==> config.mk <==
export PLATFORM = sky130hd
export DESIGN_NAME = sdps_div_cell
export DESIGN_NICKNAME = d
export VERILOG_FILES = /design/src/rtl/sdps_div_cell.sv
export SDC_FILE = /design/constraint.sdc
export NUM_CORES = 1
export LEC_CHECK = 0
export ABC_AREA = 1
export BUFFER_PORTS_ARGS = -buffer_cell sky130_fd_sc_hd__buf_4
export CAP_MARGIN = 5
export CORE_UTILIZATION = 58
export DETAILED_ROUTE_END_ITERATION = 10
export PLACE_DENSITY_LB_ADDON = 0.05
export RECOVER_POWER = 25
export SLEW_MARGIN = 20
export SYNTH_ARGS = -nofsm -noshare
export SYNTH_HDL_FRONTEND = slang
export SYNTH_SLANG_ARGS = --single-unit
==> constraint.sdc <==
create_clock -name clk -period 6.44 [get_ports clk]
set_input_delay 0.644 -clock clk [delete_from_list [all_inputs] [get_ports clk]]
set_output_delay 0.644 -clock clk [all_outputs]
set_load 0.005 [all_outputs]
==> src/rtl/sdps_div_cell.sv <==
// ----------------------------------------------------------------------------
// sdps_div_cell
// One quotient bit of a restoring divider, registered.
// ----------------------------------------------------------------------------
module sdps_div_cell #(
  parameter int NW = 52,
  parameter int DW = 35,
  parameter int QW = 19,
  parameter int SH = 0,
  parameter int PW = 2
) (
  input  logic          clk,
  input  logic          ld,
  input  logic [NW-1:0] rem_i,
  input  logic [DW-1:0] den_i,
  input  logic [QW-1:0] q_i,
  input  logic [PW-1:0] pay_i,
  output logic [NW-1:0] rem_r,
  output logic [DW-1:0] den_r,
  output logic [QW-1:0] q_r,
  output logic [PW-1:0] pay_r
);

  localparam int CW = NW + DW;

  logic [CW-1:0] dsh;
  logic [CW-1:0] remx;
  logic          ge;
  logic [NW-1:0] rem_nxt;
  logic [QW-1:0] q_nxt;

  always_comb begin
    dsh     = CW'(den_i) << SH;
    remx    = CW'(rem_i);
    ge      = (remx >= dsh);
    rem_nxt = ge ? NW'(remx - dsh) : rem_i;
    q_nxt   = ge ? (q_i | (QW'(1) << SH)) : q_i;
  end

  always_ff @(posedge clk) begin
    if (ld) begin
      rem_r <= rem_nxt;
      den_r <= den_i;
      q_r   <= q_nxt;
      pay_r <= pay_i;
    end
  end

endmodule

Word-level counts from Yosys, hierarchy flattened
Index checks and enable logic that the tools add are counted.
Widths: inputs -> output; s select.
{"block": "op_classes", "n_mux": 1, "n_addsub": 1, "n_lt_le_gt_ge": 1}
{"operator": "$ge 52x35->1", "count": 1}
{"operator": "$mux 52", "count": 1}
{"operator": "$sub 52x35->52", "count": 1}
{"block": "word_totals", "register_bits": 108, "output_inout_bits": 108}

Depth between registers and ports, before layout
Gate-level depths: netlist of run 1.
{"block": "depth", "ltp_word": 2, "depth_mapped": 17}

Least setup slack after synthesis of run 1
OpenSTA, ideal clock, no wires.
{"block": "synth_path", "path_kind": "in2reg", "startpoint": "input rem_i[0]", "endpoint": "register rem_r[34] (data pin)", "path_stages": 16, "t_required_ns": 6.187, "path_slack_ns": 3.897, "setup_time_ns": 0.253, "arrival_ns": 2.290, "path_cell_list": "inv_1 ha_1 fa_1 inv_1 nand2_1 nand2_1 and2_1 nand2_1 nand3_2 nand2_4 nand2_4 inv_4 buf_6 buf_12 nand2_1 nand2_1"}
{"block": "synth_between", "elab_chain_cells": 2, "word_cells_on_any_way": 3, "cone_classes": "1 x add/sub; 1 x order compare; 1 x mux"}
{"item": "start, declared", "line": "14", "rtl": "input logic [NW-1:0] rem_i,"}
{"item": "$sub 52x35->52 or $ge 52x35->1 (tied branches)", "line": "36, 35"}
{"item": "$mux 52 *", "line": "36", "rtl": "rem_nxt = ge ? NW'(remx - dsh) : rem_i;"}
{"item": "via rem_nxt[34]", "line": "29", "rtl": "logic [NW-1:0] rem_nxt;"}
{"item": "end signal, assigned", "line": "42", "rtl": "rem_r <= rem_nxt;"}
{"item": "end, declared", "line": "18", "rtl": "output logic [NW-1:0] rem_r,"}
Mark *: on every way through the listed nets, which the timed path passes. The rest lies on a longest branch.
A chain may end at the register's enable or synchronous reset.

Final worst setup path of run 1
{"block": "layout_path", "startpoint": "input ld", "endpoint": "register rem_r[38], enable pin"}
{"item": "start, declared", "line": "13", "rtl": "input logic ld,"}
No word-level cell between the ends.

==> qor.yml, run 1 <==
status: "finished, violations left"
violations: "max-capacitance violations, max-slew violations"
critical-path-max-stage-delay_ns: 1.93
root_buffer: "clkbuf_16"
grt_pass1_wl_mm: 38.01
ys_types: 31
drc: 0
ant_nets: 0
via_count: 8026
powerDensity_nw_per_um2: 203.2
dr.pass1.iters: 5
crit_path_cell_trace: "clkbuf_1, buf_4"
htreeDepth: 3
synthTopCellsByArea: "edfxtp_1, nand2_1, inv_1, ha_1, nor2_1"
n_antenna_cell: 0
place_area_um2: 9582
finalSetupViolCount: 0
hold_depth: 1
critical_path_buf_inv_count: 2
first_iter_violations: 946
hold_class: "input port to flip-flop"
post_cts_buffers: 0
post-place-ws_ns: 3.066
instances_no_fill: 1500
cts_tree: "done"
period_share_pct: 53.82
cts_hold_buf: 0
slew_viol_final: 53
coreArea_um2: 13190
die_h_um: 118.0
ioPinCount: 218
grt_overflow: 0
multi_input_area_um2: 3575
die_x_um: 118.0
hold_end: "q_r[13]"
syn_nets: 1245
cp_max_fo: 57
crit_required_ns: 6.44
synth_area_leader_cell: "edfxtp_1"
final_area_um2: 9813
drive_gt1_share_pct: 19.34
cp.depth: 2
regArea_um2: 3243
slowest_stage: "clkbuf_1"
start_util_pct: 59.21
peakVddDrop_uv: 134.6
grt_use_total_pct: 35.60
grt_pass1_vias: 7596
worst_pin_slew_ns: 2.786
fmaxAchievable_mhz: 288.5
min_period_ns: 3.466
cts_resized: 0
tns_ns: 0
crit_path_start_kind: "input port"
synth.avg_cell_area_um2: 7.106
synth_seq_cells: 108
slew_headroom_pct: -85.75
startpoint: "ld"
hold_viol: 0
critPathKind: "input port to flip-flop"
io_buffer_count: 217
path_clk_slew_ns: 0.08
syn_to_final_growth_pct: 25.65
synth_top_area_share_pct: 41.53
leakage_uw: 0.005050
globalplace.congestion: 0.9588
clock_sinks: 108
path_delay_family: "buffers and inverters"
fillers: 1031
wire_per_inst_um: 16.41
min_from: "q_i[13]"
viasPerCell: 5.351
syn_area_um2: 7810
ys_warn_count: 0
nNetsFinal: 1465
fin_ws_ns: 2.974
antenna_found_initial: 0
dp_hpwl_mm: 19.58
num_rows: 42
syn_inst: 1099
rsz0062_at_grt: "no"
dieArea_um2: 13930
maxCapViolCount: 1
clk_path_buf_depth: 2
grt_max_degree: 69
cts_buffers: 9
placed_cells: 1484
drt-total-wl_mm: 24.61
crit_path_end_kind: "flip-flop"
cp.arrival_ns: 3.46
ys_seq_area_share_pct: 41.53
==> cells in the mapped netlist, drive strengths merged <==
cell type	instances
xnor2	21
fa	1
nor3	3
a21oi	27
nor4	1
edfxtp	108
xor2	1
and2	4
nand2	419
o21ai	30
o21bai	1
inv	241
nand4	20
nand3	60
buf	9
ha	35
nand3b	6
nor2	108
or2	4
==> metrics by stage <==
| step | util (%) | hold slack, ns | total power (uW) |
|---|---|---|---|
| after floorplan | - | 0.7429 | 1167 |
| after global placement | 72.64 | 0.8218 | 1422 |
| after detailed placement | 72.64 | 0.8233 | 1447 |
| after CTS | 74.80 | 0.4561 | 1982 |
| after global routing | 74.40 | 0.4686 | 2066 |
| final | 74.40 | 0.4661 | 1994 |
==> report_power, final <==
group | internal (uW) | total, uW | switching [uW]
Combinational | 235 | 557 | 322
Clock | 271 | 549 | 278
Sequential | 866 | 888 | 22.5
Total | 1370 | 1990 | 622
==> how the worst max path moves through the flow <==
stage                end  slack [ns]
6_report       rem_r[38]        2.97
3_3_place_gp   rem_r[14]        3.25
5_1_grt        rem_r[23]        2.74
2_1_floorplan  rem_r[34]        3.90
3_5_place_dp   rem_r[17]        3.07
4_1_cts        rem_r[24]        3.43
==> cells in the final DEF (no fill, tap or decap) <==
cell	count
a21oi_1	18
a21oi_2	9
and2_1	4
buf_1	1
buf_4	162
clkbuf_1	14
clkbuf_16	9
clkbuf_4	42
clkinv_4	2
edfxtp_1	108
fa_1	1
ha_1	35
inv_1	237
inv_2	3
inv_4	1
inv_6	3
inv_8	1
nand2_1	411
nand2_2	6
nand2_4	2
nand3_1	59
nand3_2	1
nand3b_1	6
nand4_1	20
nor2_1	97
nor2_2	9
nor2_4	2
nor3_1	2
nor3_2	1
nor4_1	1
o21ai_0	30
o21bai_1	1
or2_0	1
or2_2	3
xnor2_1	21
xor2_1	1
==> cell families after synthesis <==
family,Yosys count,share of synthesized area [%]
AO/OA/AOI/OAI,58,4.181
XOR/XNOR,22,2.467
adder cells (fa/ha/maj),36,5.864
buffers and inverters,250,12.70
flip-flops,108,41.53
AND/OR/NAND/NOR,625,33.26
==> layout make-up <==
cell class | instances | share of cell area, %
clock buffers | 10 | 2.333
clock inverters | 6 | 0.5610
inverters | 241 | 9.244
multi-input cells | 741 | 36.43
flip-flops and latches | 108 | 33.05
well taps | 176 | 2.244
repair buffers | 218 | 16.14
==> registers in the layout, indices dropped and copies added, names as in the netlist <==
| signal | count |
|---|---|
| pay_r | 2 |
| rem_r | 52 |
| q_r | 19 |
| den_r | 35 |
==> layer usage <==
metal,routed length (um),track usage (%),vias up
met4,960,15.22,0
met5,0,0,-
met2,11550,58.71,482
met3,2332,6.977,77
li1,-,-,3834
met1,9765,45.58,3633
(Power assumes the default switching activity.)
==> run 2: changes to the inputs <==
Settings changed: CORE_UTILIZATION 58 to 54.
Clock period 6.44 ns to 3.3 ns, I/O delays scaled along.
==> qor.yml, run 2 (same netlist as run 1, synthesis figures left out) <==
status: "finished, violations left"
violations: "max-capacitance violations, max-slew violations"
die_x_um: 122.3  # +3.6%
crit_path_start_kind: "input port"
slew_headroom_pct: -85.96  # -0.21 points
drt-total-wl_mm: 24.00  # -2.5%
clk_path_buf_depth: 2  # unchanged
min_period_ns: 2.647
finalSetupViolCount: 0  # unchanged
cts_buffers: 9  # unchanged
critPathKind: "input port to flip-flop"
dp_hpwl_mm: 19.44  # -0.69%
slew_viol_final: 51  # -3.8%
n_antenna_cell: 0  # unchanged
cts_tree: "done"
leakage_uw: 0.005033  # -0.34%
coreArea_um2: 13990  # +6.1%
root_buffer: "clkbuf_16"
critical-path-max-stage-delay_ns: 1.93  # about the same
num_rows: 43  # +2.4%
ant_nets: 0  # unchanged
via_count: 7736  # -3.6%
maxCapViolCount: 1  # unchanged
total_power_uw: 3825  # +92%
tns_ns: 0  # unchanged
start_util_pct: 55.83  # -3.4 points
regArea_um2: 3243  # unchanged
globalplace.congestion: 0.9406  # -1.9%
fillers: 1171  # +14%
wire_per_inst_um: 15.96  # -2.7%
crit_path_end_kind: "flip-flop"
nNetsFinal: 1466  # +0.068%
cp_max_fo: 58  # +1.8%
antenna_found_initial: 0  # unchanged
hold_viol: 0  # unchanged
viasPerCell: 5.144  # -3.9%
io_buffer_count: 217  # unchanged
grt_use_total_pct: 32.51  # -3.1 points
cp.arrival_ns: 2.67  # -0.79 ns
final_cell_mix: "nand2_1, inv_1, buf_4, edfxtp_1, nor2_1"
min_from: "q_i[16]"
crit_required_ns: 3.33  # -3.11 ns
reg_top3: "rem_r x52, den_r x35, q_r x19"
grt_pass1_vias: 7236  # -4.7%
critical_path_buf_inv_count: 2  # unchanged
post_cts_buffers: 0  # unchanged
period_share_pct: 80.21
grt_max_degree: 69  # unchanged
syn_to_final_growth_pct: 25.62  # about the same
cts_hold_buf: 0  # unchanged
regMostFlops: "rem_r"
hold_end: "q_r[16]"
path_clk_slew_ns: 0.07  # about the same
slowest_stage: "clkbuf_1"
die_h_um: 122.3  # +3.6%
rsz0062_at_grt: "no"
startpoint: "ld"
hold_class: "input port to flip-flop"
peakVddDrop_uv: 239.5  # +78%
ioPinCount: 218  # unchanged
crit_path_cell_trace: "clkbuf_1, buf_12"
dieArea_um2: 14950  # +7.3%
grt_overflow: 0  # unchanged
drc: 0  # unchanged
cts_resized: 0  # unchanged
largest_register_ffs: 52  # unchanged
powerDensity_nw_per_um2: 389.9  # +92%
worst_pin_slew_ns: 2.789  # +0.003172 ns
drive_gt1_share_pct: 19.03  # -0.30 points
clock_sinks: 108  # unchanged
grt_pass1_wl_mm: 36.31  # -4.4%
htreeDepth: 3  # unchanged
hold_depth: 1  # unchanged
multi_input_area_um2: 3575  # unchanged
fmaxAchievable_mhz: 377.8
dr.pass1.iters: 6  # +1
path_delay_family: "buffers and inverters"
final_common_cell: "nand2_1"
first_iter_violations: 827  # -13%
## run 2: cell types whose count changed in the layout (fill, tap and decap cells not counted), moves of 2 or more
cell	before	now
clkbuf_1	14	18
clkbuf_4	42	39
clkinvlp_4	0	2
inv_6	3	0
## run 2: area by class of cell
type                    count  share of cell area (%)
flip-flops and latches    108                   33.06
clock buffers              10                   2.334
multi-input cells         741                   36.44
repair buffers            219                   16.24
well taps                 180                   2.296
clock inverters             5                  0.3954
inverters                 241                   9.246
## run 2: how the worst max path moves through the flow
stage           endpoint  cells past startpoint
3_3_place_gp   rem_r[19]                     10
2_1_floorplan  rem_r[34]                     16
3_5_place_dp   rem_r[24]                     10
5_1_grt        rem_r[38]                      2
4_1_cts        rem_r[24]                     12
6_report       rem_r[38]                      2
## run 2: power breakdown
part	switching, uW	total (uW)	internal (uW)
Combinational	608	1070	459
Sequential	42.8	1730	1690
Clock	513	1030	513
Total	1160	3820	2660
## run 2: per-layer routing
metal | GRT usage [%] | part of all wire, % | up-vias
met3 | 6.552 | 10 | 55
met2 | 52.28 | 45 | 391
met4 | 14.33 | 3.3 | 0
met5 | 0 | 0 | -
met1 | 42.37 | 41 | 3455
li1 | - | - | 3835
## run 2: through the flow
step | setup slack [ns] | utilization (%) | cell area (um^2) | hold WS, ns | instances
6_report | 0.6529 | 70.13 | 9811 | 0.1663 | 1504
5_1_grt | 0.4366 | 70.13 | 9811 | 0.1665 | 1504
4_1_cts | 0.8608 | 70.59 | 9874 | 0.1430 | 1504
3_5_place_dp | 0.5148 | 68.68 | 9607 | 0.5093 | 1489
3_3_place_gp | 0.6365 | 68.68 | 9607 | 0.5080 | 1489
2_1_floorplan | 1.071 | - | 7810 | 0.4289 | 1099
==> run 3: changes to the inputs <==
Clock period 3.3 ns to 2.6 ns, I/O delays scaled along.
==> qor.yml, run 3 (same netlist as run 1, synthesis figures left out) <==
drt-total-wl_mm: 25.53  # +6.3%
total_power_uw: 5076  # +33%
period_share_pct: 92.85
post_cts_buffers: 0  # unchanged
n_antenna_cell: 0  # unchanged
hold_viol: 0  # unchanged
grt_pass1_wl_mm: 38.54  # +6.1%
globalplace.congestion: 0.9683  # +2.9%
min_period_ns: 2.414
crit_path_end_kind: "flip-flop"
cp_max_fo: 68  # +17%
clk_path_buf_depth: 2  # unchanged
drive_gt1_share_pct: 20.80  # +1.8 points
antenna_found_initial: 0  # unchanged
hold_class: "input port to flip-flop"
io_buffer_count: 217  # unchanged
crit_path_frequent_cell: "nand2_1"
status: "finished clean"
cp.arrival_ns: 2.49  # -0.18 ns
cts_tree: "done"
grt_max_degree: 69  # unchanged
powerDensity_nw_per_um2: 505.8  # +30%
die_x_um: 122.3  # unchanged
start_util_pct: 55.83  # unchanged
p_comb_share_pct: 27.9  # about the same
grtUsageMet3_pct: 4.879  # -1.7 points
drc: 0  # unchanged
via_count: 8091  # +4.6%
final_cell_mix: "nand2_1, inv_1, buf_4, edfxtp_1, nor2_1"
regMostFlops: "rem_r"
first_iter_violations: 815  # -1.5%
die_h_um: 122.3  # unchanged
cts_resized: 0  # unchanged
slowest_stage: "inv_4"
slew_headroom_pct: 2.827  # +89 points
grt_pass1_vias: 7610  # +5.2%
syn_to_final_growth_pct: 28.50
viasPerCell: 5.285  # +2.7%
nNetsFinal: 1492  # +1.8%
grt_use_total_pct: 34.51  # +2.0 points
wire_per_inst_um: 16.67  # +4.5%
cts_buffers: 9  # unchanged
path_clk_slew_ns: 0.08  # about the same
fmaxAchievable_mhz: 414.2
dieArea_um2: 14950  # unchanged
htreeDepth: 3  # unchanged
finalSetupViolCount: 0  # unchanged
maxCapViolCount: 0  # -1
p_seq_share_pct: 43.3  # -2.0 points
instances_no_fill: 1531  # +1.8%
slew_viol_final: 0  # -100%
grt_overflow: 0  # unchanged
crit_required_ns: 2.68  # -0.65 ns
tns_ns: 0  # unchanged
peakVddDrop_uv: 433.7  # +81%
crit_path_start_kind: "input port"
placed_cells: 1515  # +1.7%
critical-path-max-stage-delay_ns: 0.52  # -1.41 ns
largest_register_ffs: 52  # unchanged
worst_pin_slew_ns: 1.458  # -1.332 ns
reg_top3: "rem_r x52, den_r x35, q_r x19"
crit_path_cell_trace: "clkbuf_1, inv_1, ha_1, nand2_1, nand2_1, inv_1, nand2_1, inv_1, nand2_1, nand2_1, nand2_1, nor2_2, nand2_4, inv_4, o21ai_0"
switchingPower_uw: 1551  # +33%
busiest_layer: "met2"
p_sw_share_pct: 30.55  # +0.13 points
rsz0062_at_grt: "no"
ant_nets: 0  # unchanged
ioPinCount: 218  # unchanged
coreArea_um2: 13990  # unchanged
p_clk_share_pct: 28.7  # +1.9 points
grt.met1_usage_pct: 45.01  # +2.6 points
dr.pass1.iters: 7  # +1
num_rows: 43  # unchanged
final_common_cell: "nand2_1"
internal-power_uw: 3525  # +32%
root_buffer: "clkbuf_16"
grt_util_met2_pct: 57.79  # +5.5 points
leakage_uw: 0.005181  # +2.9%
cts_hold_buf: 0  # unchanged
clock_sinks: 108  # unchanged
dp_hpwl_mm: 20.53  # +5.6%
critPathKind: "input port to flip-flop"
## run 3: cell types whose count changed in the layout (fill, tap and decap cells not counted), sizes merged
cell      delta
inv          +2
buf         +25
bufinv       +1
clkinvlp     -1
## run 3: worst max-delay path: cells and delay by family
family | cells | cell delay, ns
fa+ha+maj | 1 | 0.36
simple gates | 8 | 0.76
compound gates | 1 | 0.21
buf+inv | 5 | 0.87
## run 3: worst paths after layout
check,startpoint,end,slack (ns),cells after the start
worst max-delay path,den_i[27],rem_r[6],0.19,15
worst min-delay path,q_i[8],q_r[8],0.09,1
## run 3: power by group through the flow
stage                     registers (uW)  clock network (uW)  logic [uW]
after floorplan                     2250                   0         638
after global placement              2220                   0        1340
after detailed placement            2240                   0        1400
after CTS                           2200                1450        1420
after global routing                2210                1530        1540
final                               2200                1460        1420
## run 3: through the flow
| step | hold slack, ns | setup slack, ns | cell area, um^2 | utilization [%] |
|---|---|---|---|---|
| after global placement | 0.4380 | 0.004391 | 9802 | 70.07 |
| after detailed placement | 0.4396 | -0.1545 | 9802 | 70.07 |
| after CTS | 0.06522 | 0.2222 | 10110 | 72.28 |
| after global routing | 0.08037 | 0.04346 | 10040 | 71.74 |
| after floorplan | 0.3589 | 0.4414 | 7810 | - |
| final | 0.08624 | 0.1860 | 10040 | 71.74 |
## run 3: cell type report
cell class	count	area, um^2
Fill cell	1119	3953
Multi-Input combinational cell	741	3575
Sequential cell	108	3243
Timing Repair Buffer	245	1777
Inverter	241	907.1
Clock buffer	9	225.2
Tap cell	180	225.2
Clock inverter	7	83.83
## run 3: metal layers
metal  wire length, um  vias to the layer above  share of wire, %
li1                  -                     3881                 -
met1             10590                     3682                41
met2             11850                      468                46
met4               837                        0               3.3
met3              2246                       60               8.8
met5                 0                        -                 0
