### config.mk
export PLATFORM = sky130hd
export DESIGN_NAME = sdps_sqrt_cell
export DESIGN_NICKNAME = d
export VERILOG_FILES = /design/src/rtl/sdps_sqrt_cell.sv
export SDC_FILE = /design/constraint.sdc
export NUM_CORES = 1
export LEC_CHECK = 0
export ABC_AREA = 1
export CORE_MARGIN = 2
export CORE_UTILIZATION = 57
export DETAILED_ROUTE_END_ITERATION = 10
export DONT_BUFFER_PORTS = 1
export GPL_TIMING_DRIVEN = 0
export PLACE_DENSITY = 0.75
export SLEW_MARGIN = 30
export SYNTH_ARGS = -nofsm -noshare
export SYNTH_HDL_FRONTEND = slang
export SYNTH_SLANG_ARGS = --single-unit
### constraint.sdc
create_clock -name clk -period 1.6 [get_ports clk]
set_clock_uncertainty 0.2 [all_clocks]
set_input_delay 0 -clock clk [delete_from_list [all_inputs] [get_ports clk]]
set_output_delay 0 -clock clk [all_outputs]
set_load 0.05 [all_outputs]
### src/rtl/sdps_sqrt_cell.sv
// ----------------------------------------------------------------------------
// sdps_sqrt_cell
// One digit step of a restoring integer square root, registered.
// ----------------------------------------------------------------------------
module sdps_sqrt_cell #(
  parameter int RW = 36,
  parameter int PW = 8
) (
  input  logic              clk,
  input  logic              ld,
  input  logic [RW-1:0]     rad_i,
  input  logic [RW/2+1:0]   rem_i,
  input  logic [RW/2-1:0]   root_i,
  input  logic [PW-1:0]     pay_i,
  output logic [RW-1:0]     rad_r,
  output logic [RW/2+1:0]   rem_r,
  output logic [RW/2-1:0]   root_r,
  output logic [PW-1:0]     pay_r
);

  logic [RW/2+1:0] remsh;
  logic [RW/2+1:0] trial;
  logic            ge;
  logic [RW-1:0]   rad_nxt;
  logic [RW/2+1:0] rem_nxt;
  logic [RW/2-1:0] root_nxt;

  always_comb begin
    remsh    = {rem_i[RW/2-1:0], rad_i[RW-1:RW-2]};
    trial    = {root_i, 2'b01};
    ge       = (remsh >= trial);
    rem_nxt  = ge ? (remsh - trial) : remsh;
    root_nxt = {root_i[RW/2-2:0], ge};
    rad_nxt  = {rad_i[RW-3:0], 2'b00};
  end

  always_ff @(posedge clk) begin
    if (ld) begin
      rad_r  <= rad_nxt;
      rem_r  <= rem_nxt;
      root_r <= root_nxt;
      pay_r  <= pay_i;
    end
  end

endmodule

# Word level (Yosys, flattened, before mapping)
# Index checks and enable logic that the tools add are counted.
# word_totals
register_bits	80
input_bits	84
# op_classes
n_addsub	1
order_cmp	1
mux	1
# op_table
op	count
$ge A20 B20 Y1	1
$mux W20	1
$sub A20 B20 Y20	1

# Logic depth before layout (Yosys ltp)
# Gate-level depths: netlist of the first run.
# logic_depth
depth_word	2
depth_mapped	14

# Worst setup path after synthesis of the first run
# OpenSTA, ideal clock, no wires.
# synth_timing
path_kind	input-to-reg
from	input root_i[7]
to	register rem_r[10] (data pin)
setup_time_ps	252
arrival_ps	1216
required_ps	1148
path_slack_ps	-68
stages	14
path_buffers	1
path_cell_list	inv_1 -> ha_1 -> nand2_2 -> inv_2 -> nand2_2 -> nor2_1 -> nand2_1 -> nand3_2 -> nand2_2 -> nand2_4 -> inv_4 -> buf_8 -> nand2_1 -> nand2_1
# synth_between
elab_chain_cells	2
# synth_lines
item	line	source
start, declared	13	input logic [RW/2-1:0] root_i,
$sub A20 B20 Y20 or $ge A20 B20 Y1 (tied branches)	32, 31	
$mux W20 *	32	rem_nxt = ge ? (remsh - trial) : remsh;
named net rem_nxt[10]	25	logic [RW/2+1:0] rem_nxt;
end signal, assigned	40	rem_r <= rem_nxt;
end, declared	16	output logic [RW/2+1:0] rem_r,
# Mark *: on every way through the listed nets, which the timed path passes. The rest lies on a longest branch.
# A chain may end at the register's enable or synchronous reset.

# Final worst setup path of the first run
# Ends and elaborated chain as after synthesis.

==> results of run 1 <==
-- placed cells by master (no fill, tap or decap), types with 2 or more instances in the layout --
master and instances:
nor2_1 20, ha_1 5, clkbuf_8 9, ha_4 15
inv_1 58, clkinvlp_4 2, buf_4 2, a21oi_1 14
xor2_1 8, nor3_1 4, o21ai_0 3, buf_6 2
nor2_2 2, o21bai_1 2, edfxtp_1 80, nand3_1 28
nand2_1 133, nand2_2 10, inv_2 6, dlygate4sd3_1 63
xnor2_1 3, nand2_4 2, conb_1 2, and2_1 2
bufinv_16 2
-- sequential cells by signal, summed over array words and instances, names as in the netlist --
name	count
rad_r	34
root_r	18
rem_r	20
pay_r	8
-- power breakdown --
part | internal (mW) | switching (mW)
combinational | 0.403 | 0.485
sequential | 2.56 | 0.775
clock | 0.887 | 0.760
-- worst min-delay path by stage --
| stage | start | to | slack [ns] | cells past startpoint |
|---|---|---|---|---|
| floorplan | pay_i[0] | pay_r[0] | -0.10 | 0 |
| global placement | pay_i[4] | pay_r[4] | -0.10 | 0 |
| detailed placement | rad_i[18] | rad_r[20] | -0.10 | 0 |
| CTS | root_i[0] | root_r[1] | -0.49 | 0 |
| global route | root_i[3] | root_r[4] | -0.49 | 0 |
| finish | root_i[3] | root_r[4] | -0.47 | 0 |
-- metrics by stage --
| stage | TNS, ns | instances |
|---|---|---|
| after global placement | -3.25 | 506 |
| after floorplan | 0 | 410 |
| after global routing | 0 | 586 |
| final | 0 | 586 |
| after CTS | 0 | 566 |
| after detailed placement | -3.35 | 506 |
-- routing by layer --
layer | routed length [µm] | global-route usage, % | up-vias
met2 | 5250 | 43.1 | 156
met1 | 3950 | 29.3 | 1415
met4 | 197 | 9.09 | 0
met5 | 0 | 0 | -
li1 | - | - | 1477
met3 | 772 | 7.26 | 18
-- final cells by class --
cell class	instances	share of cell area, %
sequential	80	46.1
multi-input combinational	260	29.5
timing repair buffer	63	12.1
inverter	65	4.73
clock buffer	10	2.45
tap	96	2.30
clock inverter	6	1.78
buffer	5	1.01
antenna	1	0.0480
-- kinds of logic after synthesis --
family          synth area share, %
flops                          59.5
simple gates                   21.4
xor+xnor                       2.39
other cells                  0.0929
fa+ha+maj                      6.20
compound gates                 3.01
buf+inv                        7.41
-- what timing repair did --
action	CTS	global route
hold buffers	44	19
setup endpoints to repair	0	0
endpoints found under the hold margin	159	115
gates resized for setup	0	0
==> key figures, run 1 <==
Power and ir drop
  – Power, Total: 5.88 mW
  – Leakage: 2.26 nW
  – Power Density: 1130 nW/µm²
  – IR drop worst, VDD: 555 µV

Global route
  – Pin count of the biggest net entering global routing: 81
  – Total track usage: 24.8%
  – Number of global-route vias before repair: 2848
  – First-pass GRT wire length: 14200 µm
  – Grt ovf: 0
  – Initial antenna violation count: 1

Floorplan
  – Row cnt: 30
  – IO Pins: 166
  – Die width: 88.1 µm
  – Core area: 6830 µm²
  – Die H: 88.1 µm
  – Die area: 7770 µm²
  – Starting Density: 59.1%

Setup path
  – Delay of the slowest cell on the worst path: 0.23 ns
  – Worst setup path end: rem_r[10]
  – Worst endpoint required time: 1.63 ns
  – Slowest CP cell: ha_4
  – Cell breakdown of the critical path: inv_1 -> ha_4 -> nand2_1 -> nand2_1 -> a21oi_1 -> nand3_2 -> nand2_2 -> nand2_4 -> inv_4 -> buf_8 -> nand2_1 -> nand2_1
  – Crit path kind: input port to register
  – Top delay family on crit path: simple AND/OR/NAND/NOR gates
  – CP startpoint: root_i[7]
  – Crit-path most repeated cell: nand2_1
  – Critical-path maximum fanout: 10
  – Critical Path Source Type: input port
  – CP Depth: 12
  – Worst Path Arrival: 1.48 ns
  – Worst setup EP type: register
  – Worst path bufs/invs: 3

Timing
  – Max Slew Vio Count: 0
  – Worst-Margin Slew: 0.504 ns
  – Final Critical Period: 1.45 ns
  – Max Clk Rate: 689 MHz
  – Final setup margin: 0.149 ns
  – RSZ-0062 raised after global routing: false
  – WHS: -0.467 ns
  – Final hold violation count: 99
  – Final Cycle Share: 90.7%
  – Max_slew headroom: 66.4%
  – Final Setup Violations: 0

Cells and area
  – Multi-input gate area: 1540 µm²
  – Fillers: 473
  – Design area: 5210 µm²
  – Finished Core Util: 76.3%
  – Share of cells above drive strength 1: 11.9%
  – FF+latch area: 2400 µm²
  – Final #Nets: 588
  – Synth-to-Final Area Change: 29.2%

Hold path
  – Hold Crit Class: input port to register

Detailed routing
  – Via count: 3066
  – Iteration-0 DRC Markers: 210
  – Post-route ant nets: 0
  – DR WL/cell: 17.3 µm
  – Total Routed Length: 10200 µm
  – Drt first pass iters: 5
  – Drc violations: 0
  – Via/cell ratio: 5.23

Synthesis
  – Synth area leaders: edfxtp_1 60%, nand2_1 13%, ha_1 6.2%
  – Yosys reg bits: 80
  – Cell taking the most area after synthesis: edfxtp_1
  – Share of the synthesized area in the top cell type: 59.5%
  – Commonest cells post-synth: 136 x nand2_1, 80 x edfxtp_1, 61 x inv_1
  – Distinct cells, synth: 29
  – Ys flop type: edfxtp_1
  – Syn avg cell area: 9.87 µm²
  – Seq/Total Area, Yosys: 59.5%
  – Asr flop ratio synth: 0%
  – Post-Syn Area: 4040 µm²
  – Synth Warn #: 0
  – Post-synth EDFFs: 80
  – Count leader, synth: nand2_1
  – Gate Count Post-Synth: 409

Clock network
  – Cts bufs inserted: 9
  – CTS clock-pin slew for the worst setup and hold paths: 0.08 ns
  – Clk buf depth: 2
  – CTS tree: done
  – Clock tree sinks: 80
  – Root buf cell: clkbuf_8
  – Max H-tree Level: 3
  – Postcts setup bufs: 0

Placement
  – Dpl cell area: 4360 µm²
  – Dpl hpwl: 6290 µm
  – Final GP Congestion: 0.825
  – Port Buf Inserts: 0
  – Place WS: -0.204 ns

Flow run
  – Maxcap violations: 0

Run status
  – Violated checks: hold timing
  – Status: finished with violations
Note: power is estimated with default switching activity, not from simulation.
==> run 2: changes to the inputs <==
--- a/config.mk
+++ b/config.mk
@@ -7,11 +7,11 @@
 export LEC_CHECK = 0
 export ABC_AREA = 1
 export CORE_MARGIN = 2
-export CORE_UTILIZATION = 57
+export CORE_UTILIZATION = 60
 export DETAILED_ROUTE_END_ITERATION = 10
 export DONT_BUFFER_PORTS = 1
 export GPL_TIMING_DRIVEN = 0
-export PLACE_DENSITY = 0.75
+export PLACE_DENSITY = 0.76
 export SLEW_MARGIN = 30
 export SYNTH_ARGS = -nofsm -noshare
 export SYNTH_HDL_FRONTEND = slang
==> constraint.sdc (replaced) <==
create_clock -name clk -period 1.4 [get_ports clk]
set_clock_uncertainty 0.2 [all_clocks]
set_input_delay 0 -clock clk [delete_from_list [all_inputs] [get_ports clk]]
set_output_delay 0 -clock clk [all_outputs]
set_load 0.05 [all_outputs]
==> run 2 against run 1 <==
The run still ends with hold timing left; first-iteration DRC count is 22% lower; total power is 9.7% higher; clock-buffer cell count is 1 lower; design area is 1.2% higher; clock power is 7% lower; utilization is 5.8 points higher; sequential power is 14% higher; critical path depth is 1 lower; sequential cell count stayed put; combinational power is 22% higher; die area is 4.8% lower; critical endpoint is now rem_r[11].
==> key figures, run 2 (same netlist as run 1, synthesis figures left out) <==
Detailed routing
  – DR WL/cell: 17.9 µm (+3.1%)
  – Drt first pass iters: 4 (-1)
  – Via count: 3073 (+0.23%)
  – Drc violations: 0 (unchanged)
  – Iteration-0 DRC Markers: 164 (-22%)
  – Post-route ant nets: 0 (unchanged)
  – Total Routed Length: 10100 µm (-0.79%)
  – Via/cell ratio: 5.45 (+4.1%)

Floorplan
  – Die H: 86.0 µm (-2.4%)
  – Starting Density: 62.8% (+3.8 points)
  – IO Pins: 166 (unchanged)
  – Row cnt: 29 (-3.3%)
  – Core area: 6420 µm² (-6.0%)
  – Die area: 7400 µm² (-4.8%)
  – Die width: 86.0 µm (-2.4%)

Setup path
  – Crit-path most repeated cell: nand2_1
  – Critical-path maximum fanout: 10 (unchanged)
  – Top delay family on crit path: simple AND/OR/NAND/NOR gates
  – Worst endpoint required time: 1.30 ns (-0.33 ns)
  – Worst path bufs/invs: 2 (-1)
  – Cell breakdown of the critical path: inv_4 -> ha_4 -> nand2_1 -> nand2_1 -> a21oi_2 -> nand3_2 -> nand2_2 -> nand2_4 -> buf_6 -> nand3_1 -> nand2_1
  – Critical Path Source Type: input port
  – Slowest CP cell: ha_4
  – Crit path kind: input port to register
  – Worst setup EP type: register
  – Delay of the slowest cell on the worst path: 0.25 ns (+0.02 ns)
  – Worst Path Arrival: 1.25 ns (-0.23 ns)

Cells and area
  – Top flop regs: rad_r (34), rem_r (20), root_r (18)
  – Commonest non-fill, non-tap cell in the layout: nand2_1
  – Final #Nets: 586 (-0.34%)
  – Non-filler instance count after layout: 564 (-3.8%)
  – Antenna Cells: 0 (-1)
  – Largest register FFs: 34 (unchanged)
  – Synth-to-Final Area Change: 30.7%
  – Share of cells above drive strength 1: 19.7% (+7.9 points)
  – Commonest non-fill, non-tap cells in the layout: 127 x nand2_1, 80 x edfxtp_1, 59 x dlygate4sd3_1, 46 x inv_1, 22 x nand3_1
  – Top reg by flops: rad_r

Power and ir drop
  – Power Density: 1220 nW/µm² (+8.4%)
  – IR drop worst, VDD: 637 µV (+15%)
  – Leakage: 2.26 nW (about the same)

Hold path
  – Hold Crit Class: input port to register

Run status
  – Violated checks: hold timing
  – Status: finished with violations

Placement
  – Placed insts: 487 (-3.8%)
  – Port Buf Inserts: 0 (unchanged)
  – Dpl hpwl: 6120 µm (-2.8%)
  – Final GP Congestion: 0.801 (-2.8%)

Global route
  – Pin count of the biggest net entering global routing: 81 (unchanged)
  – Grt ovf: 0 (unchanged)
  – First-pass GRT wire length: 15000 µm (+5.3%)
  – Initial antenna violation count: 0 (-1)
  – Total track usage: 26.8% (+2.0 points)
  – Number of global-route vias before repair: 2958 (+3.9%)

Timing
  – Worst-Margin Slew: 0.511 ns (+0.00630 ns)
  – Final Cycle Share: 96.5%
  – Final Setup Violations: 0 (unchanged)
  – Max Slew Vio Count: 0 (unchanged)
  – Setup tns final: 0 ns (unchanged)
  – WHS: -0.461 ns (+0.00637 ns)
  – Max Clk Rate: 741 MHz
  – Final Critical Period: 1.35 ns
  – Final hold violation count: 101 (+2.0%)
  – Max_slew headroom: 66.0% (-0.42 points)

Clock network
  – Clock tree sinks: 80 (unchanged)
  – Cts bufs inserted: 9 (unchanged)
  – CTS tree: done
  – Max H-tree Level: 3 (unchanged)
  – Clk buf depth: 2 (unchanged)
  – Root buf cell: clkbuf_8
  – CTS clock-pin slew for the worst setup and hold paths: 0.09 ns (about the same)

Flow run
  – Maxcap violations: 0 (unchanged)
## run 2: layout make-up
type                    count  area, µm²
clock buffers               9        124
well taps                  77       96.3
repair buffers             62        613
inverters                  65        277
multi-input cells         260       1670
flip-flops and latches     80       2400
fillers                   362       1150
plain buffers               4       37.5
clock inverters             7       55.1
## run 2: path summary, 6_finish.rpt
path,startpoint,end,slack (ns),cells after the start
worst max-delay path,root_i[7],rem_r[11],0.05,11
worst min-delay path,root_i[2],root_r[3],-0.46,0
## run 2: power breakdown
part | switching [mW] | internal, mW | total (mW) | leakage (nW)
Sequential | 0.887 | 2.93 | 3.82 | 0.782
Clock | 0.882 | 0.662 | 1.54 | 0.0883
Combinational | 0.587 | 0.495 | 1.08 | 1.39
## run 2: through the flow
step	hold WS [ns]	setup slack, ns	util [%]	power (mW)	area [µm²]
after global placement	-0.101	-0.347	69.1	4.74	4440
after CTS	-0.478	0.00529	78.9	6.35	5070
final	-0.461	0.0496	82.1	6.44	5270
after global routing	-0.477	-0.00886	82.1	6.70	5270
after detailed placement	-0.101	-0.360	69.1	4.75	4440
after floorplan	-0.101	-0.163	-	4.56	4340
## run 2: metal layers
layer | vias to the layer above | global-route usage, % | share of wire [%]
li1 | 1469 | - | -
met1 | 1447 | 31.7 | 38
met2 | 142 | 47.6 | 53
met3 | 15 | 7.12 | 7.4
met4 | 0 | 8.37 | 1.7
met5 | - | 0 | 0
## run 2: timing repair
action                                 in CTS  in global routing
resized for setup                           0                 14
endpoints found under the hold margin     159                114
hold buffers                               45                 14
setup buffers                               0                  3
setup endpoints to repair                   0                 18
==> run 3: changes to the inputs <==
--- a/config.mk
+++ b/config.mk
@@ -10,7 +10,6 @@
 export CORE_UTILIZATION = 60
 export DETAILED_ROUTE_END_ITERATION = 10
 export DONT_BUFFER_PORTS = 1
-export GPL_TIMING_DRIVEN = 0
 export PLACE_DENSITY = 0.76
 export SLEW_MARGIN = 30
 export SYNTH_ARGS = -nofsm -noshare
==> run 3 against run 2 <==
Critical endpoint is now rem_r[13]; clock power increased by 22%; total power increased by 12%; worst hold slack improved by 0.0059 ns; critical path type unchanged; largest power group unchanged; design area increased by 9.8%; largest cell class unchanged; via count increased by 25%; the flow finishes with violations (hold timing, setup timing); combinational power increased by 36%.
==> key figures, run 3 (same netlist as run 1, synthesis figures left out) <==
Run status
  – Status: finished with violations
  – Violated checks: hold timing, setup timing

Power and ir drop
  – IR drop worst, VDD: 832 µV (+31%)
  – Leakage: 2.51 nW (+11%)
  – Power Density: 1240 nW/µm² (+1.6%)

Global route
  – Total track usage: 30.6% (+3.7 points)
  – Number of global-route vias before repair: 3261 (+10%)
  – Initial antenna violation count: 0 (unchanged)
  – Grt ovf: 0 (unchanged)
  – Pin count of the biggest net entering global routing: 81 (unchanged)
  – First-pass GRT wire length: 16800 µm (+12%)

Placement
  – Final GP Congestion: 0.889 (+11%)
  – Dpl hpwl: 6570 µm (+7.3%)
  – Placed insts: 516 (+6.0%)
  – Port Buf Inserts: 0 (unchanged)
  – Dpl cell area: 4660 µm² (+4.8%)
  – Place WS: -0.312 ns (+0.0480 ns)

Setup path
  – Crit path kind: input port to register
  – Worst setup EP type: register
  – Worst Path Arrival: 1.48 ns (+0.23 ns)
  – CP startpoint: root_i[9]
  – Critical-path maximum fanout: 4 (-6)
  – Worst setup path end: rem_r[13]
  – Critical Path Source Type: input port
  – Worst endpoint required time: 1.32 ns (+0.02 ns)

Clock network
  – Clk buf depth: 2 (unchanged)
  – Clock tree sinks: 80 (unchanged)
  – Root buf cell: clkbuf_8
  – Max H-tree Level: 3 (unchanged)
  – Cts bufs inserted: 9 (unchanged)
  – CTS clock-pin slew for the worst setup and hold paths: 0.09 ns (about the same)
  – CTS tree: done

Detailed routing
  – Via/cell ratio: 6.35 (+17%)
  – DR WL/cell: 24.6 µm (+37%)
  – Via count: 3842 (+25%)
  – Post-route ant nets: 0 (unchanged)
  – Total Routed Length: 14900 µm (+47%)
  – Iteration-0 DRC Markers: 596 (+260%)
  – Drc violations: 0 (unchanged)
  – Drt first pass iters: 7 (+3)

Floorplan
  – Die H: 86.0 µm (unchanged)
  – Row cnt: 29 (unchanged)
  – Die width: 86.0 µm (unchanged)
  – Die area: 7400 µm² (unchanged)
  – IO Pins: 166 (unchanged)
  – Core area: 6420 µm² (unchanged)
  – Starting Density: 62.8% (unchanged)

Timing
  – Max Slew Vio Count: 0 (unchanged)
  – RSZ-0062 raised after global routing: true
  – Final hold violation count: 90 (-11%)
  – Final Critical Period: 1.56 ns (+0.207 ns)
  – WHS: -0.455 ns (+0.00594 ns)
  – Final Setup Violations: 19 (+19)
  – Worst-Margin Slew: 0.555 ns (+0.0442 ns)
  – Final Cycle Share: 111% (+15 points)
  – Max_slew headroom: 63.1% (-2.9 points)
  – Max Clk Rate: 642 MHz (-13%)
  – Setup tns final: -0.847 ns (-0.847 ns)
  – Final setup margin: -0.157 ns (-0.207 ns)

Cells and area
  – Synth-to-Final Area Change: 43.4%
  – Non-filler instance count after layout: 605 (+7.3%)
  – Share of cells above drive strength 1: 25.8% (+6.0 points)
  – Top flop regs: rad_r (34), rem_r (20), root_r (18)
  – Top reg by flops: rad_r
  – Commonest non-fill, non-tap cell in the layout: nand2_1
  – Largest register FFs: 34 (unchanged)
  – Design area: 5790 µm² (+9.8%)
  – Final #Nets: 628 (+7.2%)
  – Antenna Cells: 0 (unchanged)
  – Commonest non-fill, non-tap cells in the layout: 121 x nand2_1, 80 x edfxtp_1, 70 x dlygate4sd3_1, 44 x inv_1, 32 x buf_4

Hold path
  – Hold Crit Class: input port to register
  – Hold_sp: ld

Flow run
  – Maxcap violations: 0 (unchanged)
-- run 3: cell types whose count changed in the layout (fill, tap and decap cells not counted), moves of 3 or more --
cell           before  now
a21oi_2             4    0
a21oi_4             1    4
buf_4               5   32
dlygate4sd3_1      59   70
nand2_1           127  121
nand2_4             4    7
nor2_2              5    2
-- run 3: critical path: stages --
cell and delay [ns]:
inv_12 0.02, ha_4 0.25, nand2_1 0.21, inv_1 0.12, nand2_1 0.11, nand3_1 0.14
a21oi_1 0.31, nand3_1 0.14, nand3_2 0.11, nand2_1 0.06
-- run 3: cell type report --
cell class	instances	area, µm²
Timing Repair Buffer	106	1010
Fill cell	242	634
Inverter	65	293
Multi-Input combinational cell	260	1760
Timing Repair inverter	2	17.5
Clock inverter	6	85.1
Clock buffer	9	124
Sequential cell	80	2400
Tap cell	77	96.3
-- run 3: worst min path at each step --
stage	to	slack, ns	depth (start not counted)
3_3_place_gp	pay_r[7]	-0.10	0
2_1_floorplan	pay_r[0]	-0.10	0
6_report	rad_r[2]	-0.46	0
4_1_cts	root_r[4]	-0.46	0
3_5_place_dp	rad_r[25]	-0.10	0
5_1_grt	rem_r[16]	-0.46	0
-- run 3: report_power, final --
part / total (mW) / switching [mW] / internal [mW]
combinational: 1.47 / 0.816 / 0.650
clock: 1.88 / 0.894 / 0.989
sequential: 3.84 / 0.905 / 2.93
total: 7.18 / 2.62 / 4.57
-- run 3: per-stage QoR --
step	utilization, %	power, mW
after floorplan	-	4.56
after global routing	90.1	7.33
after global placement	72.5	4.84
after detailed placement	72.5	4.86
final	90.1	7.18
after CTS	85.3	6.74
-- run 3: layer usage --
metal  up-vias  share of wire, %  GRT usage (%)  routed length [µm]
met5         -                 0              0                   0
li1       1553                 -              -                   -
met3       121                12           10.0                1840
met4         0               7.5           12.3                1120
met1      1732                31           34.1                4670
met2       436                49           53.7                7240
-- run 3: repair_timing --
action	in CTS	in global routing
buffers inserted	0	1
endpoints found under the hold margin	159	98
setup endpoints to repair	0	20
hold buffers	61	9
gates resized for setup	0	42
